### config.mk
export PLATFORM = sky130hd
export DESIGN_NAME = priority_fault_latch_with_log
export DESIGN_NICKNAME = d
export VERILOG_FILES = /design/src/hw/rtl/pfl_pkg.sv /design/src/hw/rtl/pfl_log.sv /design/src/hw/rtl/priority_fault_latch_with_log.sv
export SDC_FILE = /design/constraint.sdc
export NUM_CORES = 1
export LEC_CHECK = 0
export ABC_AREA = 1
export BUFFER_PORTS_ARGS = -buffer_cell sky130_fd_sc_hd__buf_2
export CAP_MARGIN = 10
export CORE_UTILIZATION = 45
export DETAILED_ROUTE_END_ITERATION = 8
export GPL_TIMING_DRIVEN = 0
export HOLD_SLACK_MARGIN = 0.03
export PLACE_DENSITY = 0.67
export SLEW_MARGIN = 20
export SYNTH_ARGS = -nofsm -noshare
export SYNTH_HDL_FRONTEND = slang
export SYNTH_SLANG_ARGS = --single-unit
### constraint.sdc
create_clock -name clk -period 8.3 [get_ports clk]
set_input_delay 0 -clock clk [delete_from_list [all_inputs] [get_ports clk]]
set_output_delay 0 -clock clk [all_outputs]
set_load 0.01 [all_outputs]
### src/hw/rtl/pfl_pkg.sv
// Shared types, codes and the priority table for the fault latch.
package pfl_pkg;

	localparam int unsigned CODE_W = 4;
	localparam int unsigned TIME_W = 32;
	localparam int unsigned PRIO_W = 4;

	localparam logic [TIME_W-1:0] COOLDOWN_RESET = 32'd1000;

	typedef enum logic [1:0] {
		CMD_FAULT    = 2'd0,
		CMD_CLEAR    = 2'd1,
		CMD_IGNITION = 2'd2,
		CMD_LOG_READ = 2'd3
	} cmd_t;

	typedef enum logic [1:0] {
		KILL_NONE = 2'd0,
		KILL_SOFT = 2'd1,
		KILL_HARD = 2'd2
	} kill_t;

	typedef enum logic [1:0] {
		MODE_NONE     = 2'd0,
		MODE_DEGRADED = 2'd1,
		MODE_FAULT    = 2'd2
	} mode_t;

	localparam logic [CODE_W-1:0] FAULT_NONE    = 4'd0;
	localparam logic [CODE_W-1:0] FAULT_LOWVOLT = 4'd1;
	localparam logic [CODE_W-1:0] FAULT_SENSOR  = 4'd6;

	localparam logic [PRIO_W-1:0] PRIO_DEFAULT = 4'd10;

	// Write request into the fault log.
	typedef struct packed {
		logic              en;
		logic [CODE_W-1:0] code;
		logic [TIME_W-1:0] stamp;
	} log_wr_t;

	// Read result from the fault log.
	typedef struct packed {
		logic              valid;
		logic [CODE_W-1:0] code;
		logic [TIME_W-1:0] stamp;
	} log_rd_t;

	// A lower number is a more urgent fault.
	function automatic logic [PRIO_W-1:0] fault_prio(input logic [CODE_W-1:0] code);
		logic [PRIO_W-1:0] p;
		case (code) inside
			4'd1:         p = 4'd1;
			4'd2:         p = 4'd2;
			[4'd3:4'd5]:  p = 4'd3;
			[4'd6:4'd7]:  p = 4'd4;
			4'd8:         p = 4'd5;
			default:      p = PRIO_DEFAULT;
		endcase
		return p;
	endfunction

endpackage

### src/hw/rtl/pfl_log.sv
// Ring log of accepted faults with fill count and raw-index read.
module pfl_log #(
	parameter int unsigned LOG_DEPTH = 5
) (
	input  logic              clk,
	input  logic              arst_n,
	input  pfl_pkg::log_wr_t  wr,
	input  logic              rd_en,
	input  logic [4:0]        rd_index,
	output pfl_pkg::log_rd_t  rd,
	output logic [4:0]        count_next
);
	import pfl_pkg::*;

	localparam int unsigned SLOT_W = (LOG_DEPTH > 1) ? $clog2(LOG_DEPTH) : 1;
	localparam int unsigned CNT_W  = $clog2(LOG_DEPTH + 1);

	logic [CODE_W-1:0] codes_q [LOG_DEPTH];
	logic [TIME_W-1:0] stamps_q [LOG_DEPTH];
	logic [SLOT_W-1:0] slot_q;
	logic [CNT_W-1:0]  count_q;
	logic [CNT_W-1:0]  count_d;
	logic [SLOT_W-1:0] rd_slot;
	logic              rd_hit;

	always_comb begin
		count_d = count_q;
		if (wr.en && (count_q != CNT_W'(LOG_DEPTH))) begin
			count_d = count_q + 1'b1;
		end
	end

	assign count_next = 5'(count_d);

	// A read never shares an item with a write, so it sees the stored contents.
	assign rd_slot = rd_index[SLOT_W-1:0];
	assign rd_hit  = rd_en && (rd_index < 5'(count_q));

	always_comb begin
		rd = '0;
		if (rd_hit) begin
			rd.valid = 1'b1;
			rd.code  = codes_q[rd_slot];
			rd.stamp = stamps_q[rd_slot];
		end
	end

	always_ff @(posedge clk or negedge arst_n) begin
		if (!arst_n) begin
			slot_q  <= '0;
			count_q <= '0;
		end else if (wr.en) begin
			count_q <= count_d;
			if (slot_q == SLOT_W'(LOG_DEPTH - 1)) begin
				slot_q <= '0;
			end else begin
				slot_q <= slot_q + 1'b1;
			end
		end
	end

	always_ff @(posedge clk) begin
		if (wr.en) begin
			codes_q[slot_q]  <= wr.code;
			stamps_q[slot_q] <= wr.stamp;
		end
	end

endmodule

### src/hw/rtl/priority_fault_latch_with_log.sv
// Top level of the priority fault latch with cooldown and ring log.
//
//   Channel   Direction  Handshake             Payload
//   -------   ---------  --------------------  -----------------------------------------
//   item in   input      in_valid / in_stall   cmd, now_ms, fault_code, throttle_neutral,
//                                              steer_neutral, ignition, log_index
//   result    output     out_valid / out_stall accepted, latched, active_fault,
//                                              kill_level, emergency, mode_request,
//                                              log_valid, log_code, log_time, log_count
//   config    input      cfg_wr_en             cfg_wr_data (cooldown in milliseconds)
//
// One item is taken every cycle while in_stall is low. An item is first held in the input
// register, where the cooldown subtract-and-compare, the priority lookup and the log access
// are done, and then sits in the result register.
// Reset clears the latch, the cooldown timer base, the log write slot and the fill count;
// the log contents are not cleared, and only filled slots are ever read back.
// When out_stall is high and a result is waiting, the input register holds its item and
// in_stall rises only if that register is occupied, so one more transfer still fits.
module priority_fault_latch_with_log #(
	parameter int unsigned LOG_DEPTH = 5
) (
	input  logic        clk,
	input  logic        arst_n,
	// Configuration
	input  logic        cfg_wr_en,
	input  logic [31:0] cfg_wr_data,
	// Input items
	input  logic        in_valid,
	output logic        in_stall,
	input  logic [1:0]  cmd,
	input  logic [31:0] now_ms,
	input  logic [3:0]  fault_code,
	input  logic        throttle_neutral,
	input  logic        steer_neutral,
	input  logic        ignition,
	input  logic [4:0]  log_index,
	// Results
	output logic        out_valid,
	input  logic        out_stall,
	output logic        accepted,
	output logic        latched,
	output logic [3:0]  active_fault,
	output logic [1:0]  kill_level,
	output logic        emergency,
	output logic [1:0]  mode_request,
	output logic        log_valid,
	output logic [3:0]  log_code,
	output logic [31:0] log_time,
	output logic [4:0]  log_count
);
	import pfl_pkg::*;

	// Input register stage.
	logic              valid_s1;
	cmd_t              cmd_s1;
	logic [TIME_W-1:0] now_s1;
	logic [CODE_W-1:0] code_s1;
	logic              thr_s1;
	logic              str_s1;
	logic              ign_s1;
	logic [4:0]        index_s1;

	// Architectural state.
	logic [TIME_W-1:0] cooldown_q;
	logic              latched_q;
	logic [CODE_W-1:0] fault_q;
	logic [TIME_W-1:0] last_time_q;
	kill_t             kill_q;
	logic              emerg_q;
	logic              ign_prev_q;

	// Next-state and result logic.
	logic              advance;
	logic              fire;
	logic              take_fault;
	logic              do_clear;
	logic [TIME_W-1:0] elapsed;
	logic              latched_d;
	logic [CODE_W-1:0] fault_d;
	kill_t             kill_d;
	logic              emerg_d;
	mode_t             mode_d;
	log_wr_t           log_wr;
	log_rd_t           log_rd;
	logic [4:0]        count_d;

	// Result register.
	logic              out_valid_q;
	logic              accepted_q;
	logic              latched_out_q;
	logic [CODE_W-1:0] fault_out_q;
	kill_t             kill_out_q;
	logic              emerg_out_q;
	mode_t             mode_out_q;
	logic              log_valid_q;
	logic [CODE_W-1:0] log_code_q;
	logic [TIME_W-1:0] log_time_q;
	logic [4:0]        log_count_q;

	// The input register moves on whenever the result register is empty or being drained.
	assign advance  = !out_valid_q || !out_stall;
	assign in_stall = valid_s1 && !advance;
	assign fire     = valid_s1 && advance;

	always_ff @(posedge clk or negedge arst_n) begin
		if (!arst_n) begin
			valid_s1 <= 1'b0;
		end else if (!in_stall) begin
			valid_s1 <= in_valid;
		end
	end

	always_ff @(posedge clk) begin
		if (in_valid && !in_stall) begin
			cmd_s1   <= cmd_t'(cmd);
			now_s1   <= now_ms;
			code_s1  <= fault_code;
			thr_s1   <= throttle_neutral;
			str_s1   <= steer_neutral;
			ign_s1   <= ignition;
			index_s1 <= log_index;
		end
	end

	// Wrapping time since the last accepted fault; the compare is unsigned.
	assign elapsed = now_s1 - last_time_q;

	// A fault is taken when it has a code, the cooldown has run out, and it is strictly
	// more urgent than whatever is already latched.
	always_comb begin
		take_fault = (cmd_s1 == CMD_FAULT) && (code_s1 != FAULT_NONE) &&
			(elapsed >= cooldown_q) &&
			(!latched_q || (fault_prio(code_s1) < fault_prio(fault_q)));
	end

	// A clear request, or a rising edge on the ignition sample, unlatches only when a
	// fault is latched and both sticks are at neutral.
	always_comb begin
		do_clear = 1'b0;
		case (cmd_s1)
			CMD_CLEAR:    do_clear = 1'b1;
			CMD_IGNITION: do_clear = ign_s1 && !ign_prev_q;
			default:      do_clear = 1'b0;
		endcase
		do_clear = do_clear && latched_q && thr_s1 && str_s1;
	end

	always_comb begin
		latched_d = latched_q;
		fault_d   = fault_q;
		kill_d    = kill_q;
		emerg_d   = emerg_q;
		mode_d    = MODE_NONE;
		if (take_fault) begin
			latched_d = 1'b1;
			fault_d   = code_s1;
			emerg_d   = 1'b1;
			// Low voltage and sensor faults degrade; everything else goes to fault mode.
			if ((code_s1 == FAULT_SENSOR) || (code_s1 == FAULT_LOWVOLT)) begin
				kill_d = KILL_SOFT;
				mode_d = MODE_DEGRADED;
			end else begin
				kill_d = KILL_HARD;
				mode_d = MODE_FAULT;
			end
		end else if (do_clear) begin
			latched_d = 1'b0;
			fault_d   = FAULT_NONE;
			kill_d    = KILL_NONE;
			emerg_d   = 1'b0;
		end
	end

	assign log_wr.en    = fire && take_fault;
	assign log_wr.code  = code_s1;
	assign log_wr.stamp = now_s1;

	pfl_log #(
		.LOG_DEPTH(LOG_DEPTH)
	) u_log (
		.clk       (clk),
		.arst_n    (arst_n),
		.wr        (log_wr),
		.rd_en     (cmd_s1 == CMD_LOG_READ),
		.rd_index  (index_s1),
		.rd        (log_rd),
		.count_next(count_d)
	);

	always_ff @(posedge clk or negedge arst_n) begin
		if (!arst_n) begin
			cooldown_q  <= COOLDOWN_RESET;
			latched_q   <= 1'b0;
			fault_q     <= FAULT_NONE;
			last_time_q <= '0;
			kill_q      <= KILL_NONE;
			emerg_q     <= 1'b0;
			ign_prev_q  <= 1'b0;
		end else begin
			if (cfg_wr_en) begin
				cooldown_q <= cfg_wr_data;
			end
			if (fire) begin
				latched_q <= latched_d;
				fault_q   <= fault_d;
				kill_q    <= kill_d;
				emerg_q   <= emerg_d;
				if (take_fault) begin
					last_time_q <= now_s1;
				end
				// The ignition level is only sampled by its own command.
				if (cmd_s1 == CMD_IGNITION) begin
					ign_prev_q <= ign_s1;
				end
			end
		end
	end

	always_ff @(posedge clk or negedge arst_n) begin
		if (!arst_n) begin
			out_valid_q <= 1'b0;
		end else if (advance) begin
			out_valid_q <= valid_s1;
		end
	end

	always_ff @(posedge clk) begin
		if (fire) begin
			accepted_q    <= take_fault;
			latched_out_q <= latched_d;
			fault_out_q   <= fault_d;
			kill_out_q    <= kill_d;
			emerg_out_q   <= emerg_d;
			mode_out_q    <= mode_d;
			log_valid_q   <= log_rd.valid;
			log_code_q    <= log_rd.code;
			log_time_q    <= log_rd.stamp;
			log_count_q   <= count_d;
		end
	end

	assign out_valid    = out_valid_q;
	assign accepted     = accepted_q;
	assign latched      = latched_out_q;
	assign active_fault = fault_out_q;
	assign kill_level   = kill_out_q;
	assign emergency    = emerg_out_q;
	assign mode_request = mode_out_q;
	assign log_valid    = log_valid_q;
	assign log_code     = log_code_q;
	assign log_time     = log_time_q;
	assign log_count    = log_count_q;

endmodule

Word-level counts from Yosys, hierarchy flattened
Memories as Yosys holds them, arrays and structs flattened. A register that Yosys moved wholly into a read port is not among the register bits. Cells that the tools add are included.

Register bits: 178. Latch bits: 0. Bits in writable memories: 180. ROM bits: 0. Bits of input ports: 83. Output and inout port bits: 55. Word-level logic and storage cells: 113. Memories kept: 2.

$add $sub $neg: 3. $mul: 0. Divide/modulo/power cells: 0. Order comparisons: 11. Equal/unequal tests: 12. Shift-type cells: 0. Multiplexer cells: 27. Bitwise operators: 0. Reductions and logical operators: 30.

Memory list: u_log.stamps_q (depth 5, bits a word 32, read ports 1, clocked after memory_dff 1, wr ports 1, RTL line pfl_log.sv:19) `logic [TIME_W-1:0] stamps_q [LOG_DEPTH];`; u_log.codes_q (depth 5, bits a word 4, read ports 1, clocked after memory_dff 1, wr ports 1, RTL line pfl_log.sv:18) `logic [CODE_W-1:0] codes_q [LOG_DEPTH];`.

Operator list (count): 2-to-1 mux 4 bit (12); 2-to-1 mux 37 bit (1); greater-or-equal comparator 32 bit (1); subtractor 32 bit (1); logical AND 1 bit (17); less-or-equal comparator 4 x 3 -> 1 bit, second input constant (4); 2-to-1 mux 3 bit (4); == test 4 x 1 -> 1 bit, second input constant (2); == test 4 x 2 -> 1 bit, second input constant (2); == test 4 bit, second input constant (2); greater-or-equal comparator 4 x 2 -> 1 bit, second input constant (2); greater-or-equal comparator 4 x 3 -> 1 bit, second input constant (2); adder 3 x 1 -> 3 bit, second input constant (2); zero test 1 bit (6); 2-to-1 mux 1 bit (6); 2-to-1 mux 2 bit (3); < comparator 5 x 3 -> 1 bit (1); == test 2 bit, second input constant (2); == test 4 x 3 -> 1 bit, second input constant (1); < comparator 4 bit (1); AND reduction 2 bit (2); nonzero test 4 bit (1); == test 3 bit, second input constant (1); logical OR 1 bit (3); other kinds (4) (4).

Logic depth before layout (Yosys ltp)
Word-level depth: 12. Depth in mapped cells: 28. Mapped depth without buffers: 27.

Modules after synthesis
Synthesis repeated with hierarchy kept, for this count alone.

Cells, all modules: 1692. Area, all modules: 17235.3 um2.

Modules (own cells, without submodules): priority_fault_latch_with_log (instances 1, cells each 946, area an instance 8904.8 um2, seq. area each 4857.2 um2); pfl_log (instances 1, cells each 746, area an instance 8330.5 um2, seq. area each 5555.3 um2).

Least setup slack after synthesis
Ideal clock, no wire load.

Path type: flip-flop to flip-flop. Start: register now_s1[0]. End: memory u_log.codes_q[0][0] (enable). Library setup time: 474 ps. Arrival: 5856 ps. Required time: 7826 ps. Setup slack: 1970 ps. Stages on the path, launching flop included: 26. Buffers on the path: 1. Clock period less this slack: 6330 ps. Cell sequence: edfxtp_1 inv_1 ha_1 inv_1 fa_1 nand3_1 nand2_1 a21oi_1 o21bai_1 a21oi_1 or2_2 nand2_1 nand2_1 nand2_1 ha_1 nand2_1 nor2_1 nand2_1 nor2_1 nand2_1 nand2_1 nand2_1 nor2_2 nand2_2 buf_6 nor3_1.

Longest elaborated chain between the ends: 7.

RTL lines: from (decl) (RTL line priority_fault_latch_with_log.sv:56) `logic [TIME_W-1:0] now_s1;`; from (signal assigned) (RTL line priority_fault_latch_with_log.sv:116) `now_s1 <= now_ms;`; subtractor 32 bit (RTL line priority_fault_latch_with_log.sv:126) `assign elapsed = now_s1 - last_time_q;`; greater-or-equal comparator 32 bit (RTL line priority_fault_latch_with_log.sv:132) `(elapsed >= cooldown_q) &&`; logical AND 1 bit (RTL line priority_fault_latch_with_log.sv:131) `take_fault = (cmd_s1 == CMD_FAULT) && (code_s1 != FAULT_NONE) &&`; logical AND 1 bit (RTL line priority_fault_latch_with_log.sv:132); via take_fault (RTL line priority_fault_latch_with_log.sv:75) `logic take_fault;`; logical AND 1 bit (RTL line priority_fault_latch_with_log.sv:174) `assign log_wr.en = fire && take_fault;`; 2-to-1 mux 1 bit (RTL line pfl_log.sv:63) `if (wr.en) begin`; 2-to-1 mux 1 bit (implied by the code) (RTL line pfl_log.sv:64) `codes_q[slot_q] <= wr.code;`; to (decl) (RTL line pfl_log.sv:18).

The timed path passes the listed nets, and every way through them passes these cells.

Worst setup path in the final report
Start: register now_s1[0]. End: memory u_log.stamps_q[0][10] (enable).

Longest elaborated chain between the ends: 7.

RTL lines: subtractor 32 bit (RTL line priority_fault_latch_with_log.sv:126); greater-or-equal comparator 32 bit (RTL line priority_fault_latch_with_log.sv:132); logical AND 1 bit (RTL line priority_fault_latch_with_log.sv:131); logical AND 1 bit (RTL line priority_fault_latch_with_log.sv:132); via take_fault (RTL line priority_fault_latch_with_log.sv:75); logical AND 1 bit (RTL line priority_fault_latch_with_log.sv:174); 2-to-1 mux 1 bit (RTL line pfl_log.sv:63); 2-to-1 mux 1 bit (implied by the code) (RTL line pfl_log.sv:65) `stamps_q[slot_q] <= wr.stamp;`; to (decl) (RTL line pfl_log.sv:19).

The timed path passes the listed nets, and every way through them passes these cells.

==> impl_metrics.toml <==
[floorplanning]
floorplan.rows = 69
dieArea_um2 = 37000
dieHeight_um = 192
io_pins = 138
core-area_um2 = 35700
floorplan.initialDensity_pct = 45.8
fp.dieW_um = 192

[global_routing]
grt_first_pass_wirelength_um = 61200
gr-total-overflow = 0
grt_max_degree = 55
track_usage_pct = 21.7
number_of_global_route_vias_before_repair = 11500
number_of_antenna_violations_at_the_first_check_in_global_routing = 1

[pwr]
p_total_w = 0.00562
swShare_pct = 33.6
p_sw_w = 0.00189
leakage_nw = 8.10
cellInternalPower_w = 0.00373
pwr-share-comb_pct = 31.8
irDropWorstVdd_mv = 0.197
power.share.sequential_pct = 40.2
power_density_nw_per_um2 = 284
share_clk_of_total_power_pct = 28.0

[sta]
timing.fmax_mhz = 174
finalCritPeriodShare_pct = 69.1
slew-limit-headroom_pct = 46.0
period_minus_slack_ns = 5.74
fin_tns_setup_ns = 0
worst_slack_ns = 2.56
setup_viol = 0
grt_setup_unrepaired = "no"
final_report_hold_violation_count = 0
maxSlewViolCount = 0
clock-skew-final_ns = 0.0217
slew_worst_pin_ns = 0.808

[synthesis]
syn_area_cell_um2 = 10.8
netlist.area_leader.share_pct = 51.0
synthCells = 1509
synth_sequential_area_ratio_pct = 63.8
synth_area_leaders = "sky130_fd_sc_hd__edfxtp_1 51%, sky130_fd_sc_hd__dfrtp_1 11%, sky130_fd_sc_hd__nand2_1 5.9%"
ys_warn_count = 0
yosys.cell_types.count = 49
syn-cell-area_um2 = 16300
synth_area_leader_cell = "sky130_fd_sc_hd__edfxtp_1"
ys_ff_latch = 361

[route]
initialDrtViolationCount = 851
post-route-drc-count = 10
drt_wl_total_um = 39300
post_drt_via_cell_ratio = 5.15
drt_pass1_iterations = 7
wl_per_cell_um = 17.3
vias = 11700
ant_nets = 0

[clock_tree]
postCtsSetupRepairBufs = 0
postCtsResizedCells = 0
cts.reportedPaths.clkPinSlew_ns = 0.06
numCtsBuffers = 38
cts-root-to-sink-buffers = 3
cts_sink_cnt = 361
root_driver = "sky130_fd_sc_hd__clkbuf_16"
clkLatencyLatePin_ns = 0.53
tritoncts = "yes"
clock_tree.htree_level_count = 2

[critical_path]
cp_data_arrival_time_ns = 5.96
crit_path_end_kind = "flop"
critPathMostFrequentCell = "sky130_fd_sc_hd__nand2_1"
slowest_delay_ns = 0.53
worst-path-max-fanout = 10
worst-path-buf-inv = 5
cp-start-kind = "flop"
worst_ep_required_time_ns = 8.52
timing.setup.critical_path_class = "flop to flop"
crit_slowest_cell = "sky130_fd_sc_hd__nor3_2"
critical-path-top-delay-family = "simple AND/OR/NAND/NOR gates"

[placement]
dpl_worst_slack_ns = 2.53
number_of_i_o_port_buffers = 134
place.detailed.hpwl_um = 27200
routabilityCongestion = 0.842

[final_layout]
nets = 1947
multiInputGateArea_um2 = 5110
fraction_of_layout_instances_using_a_drive_strength_above_1_pct = 13.9
fillCellCount = 2996
area_growth_syn_to_fin_pct = 21.3
fin_util_pct = 55.5
layout.area.seq_um2 = 10400

[outcome]
violated_checks = "design-rule violations"
run_status = "finished with violations"

[worst_hold_path]
hold_class = "input pin to asynchronous set/reset pin"

[run]
timing.max_cap.violations = 0
-- layer usage --
| metal | vias up | share of wire [%] | global-route usage (%) |
|---|---|---|---|
| li1 | 5726 | - | - |
| met3 | 64 | 5.7 | 3.15 |
| met5 | - | 0 | 0 |
| met1 | 5577 | 44 | 29.1 |
| met2 | 326 | 48 | 36.7 |
| met4 | 0 | 2.4 | 6.33 |
-- cells in the mapped netlist (all sizes together) --
library cell,count
dfxtp,3
a31oi,43
clkinv,2
xnor2,12
nand4,5
dfstp,6
ha,76
nand3,36
nor2,211
inv,146
dfrtp,75
clkbuf,39
nand3b,1
nor3,13
o2111ai,1
o211ai,1
a21boi,1
o31ai,1
o21bai,6
conb,1
a21oi,53
o2111a,1
edfxtp,277
fa,1
a21o,7
or2,1
o21a,1
buf,12
a31o,1
xor2,17
o221a,2
mux2,1
o21ai,193
nand2,262
and2,1
-- power by group through the flow --
stage	logic [W]	clock network [W]	registers, W
floorplan	0.00127	0	0.00228
global placement	0.00169	0	0.00229
detailed placement	0.00174	0	0.00229
CTS	0.00179	0.00160	0.00226
global route	0.00205	0.00167	0.00228
finish	0.00179	0.00157	0.00226
-- sequential cells by signal (all words and copies together), names as in the netlist, 5 cells and up, named ones only --
signal and flops:
now_s1 32, u_log.codes_q 20, cooldown_q 32, u_log.stamps_q 160, last_time_q 32, log_time 32, index_s1 5
-- area by class of cell --
cell class | instances | share of cell area [%]
diodes | 1 | 0.0126
clock inverters | 15 | 0.607
flip-flops and latches | 361 | 52.6
clock buffers | 48 | 5.15
well taps | 461 | 2.91
repair buffers | 237 | 8.69
plain buffers | 51 | 1.42
inverters | 148 | 2.82
multi-input cells | 950 | 25.8
-- metrics by stage --
stage                     instances  hold WS [ns]  cell area, um2
after global placement         2105         0.177           17600
after floorplan                1510        -0.296           16300
after detailed placement       2124        0.0590           17800
after global routing           2272        0.0718           19800
final                          2272        0.0246           19800
after CTS                      2271        0.0355           19800
-- worst reg2reg max path: cells and delay by family, from the launching register on --
kind | cells | cell delay (ns)
simple gates | 16 | 2.22
buf+inv | 5 | 0.96
compound gates | 3 | 0.92
flops | 1 | 0.47
fa+ha+maj | 3 | 0.86
-- final timing paths --
kind,from,cells past startpoint,slack [ns],to
worst max-delay path,now_s1[0],27,2.56,u_log.stamps_q[0][10]
worst min-delay path,arst_n,2,0.02,kill_q[1]
worst max register to register,now_s1[0],27,2.56,u_log.stamps_q[0][10]
worst min register to register,valid_s1,2,0.47,out_valid
max in group asynchronous,arst_n,3,7.55,cooldown_q[7]
min in group clk,cfg_wr_en,3,0.15,cooldown_q[11]
-- cell families (layout without fill, tap and decap cells) --
kind of cell	Yosys count	in the layout	share of synthesized area, %
xor+xnor	29	29	1.56
flops	361	361	63.8
fa+ha+maj	77	77	5.95
simple gates	530	530	13.0
compound gates	311	311	10.5
buf+inv	199	499	5.11
other cells	1	3	0.0230
mux	1	1	0.0690
-- timing repair --
action / 4_1_cts / 5_1_grt
hold endpoints to repair: 158 / 0
endpoints found under the setup margin: 0 / 0
hold buffers: 84 / 0
-- cells in the final DEF (no fill, tap or decap), types with 44 or more instances in the layout --
master,Yosys,final
sky130_fd_sc_hd__edfxtp_1,277,277
sky130_fd_sc_hd__nand2_1,258,258
sky130_fd_sc_hd__nor2_1,207,206
sky130_fd_sc_hd__o21ai_0,180,180
sky130_fd_sc_hd__inv_1,146,145
sky130_fd_sc_hd__buf_2,1,134
sky130_fd_sc_hd__dlygate4sd3_1,0,84
sky130_fd_sc_hd__ha_1,76,76
sky130_fd_sc_hd__dfrtp_1,75,75
sky130_fd_sc_hd__a21oi_1,53,53
sky130_fd_sc_hd__clkbuf_1,37,44
Power figures use the tool's default switching activity.
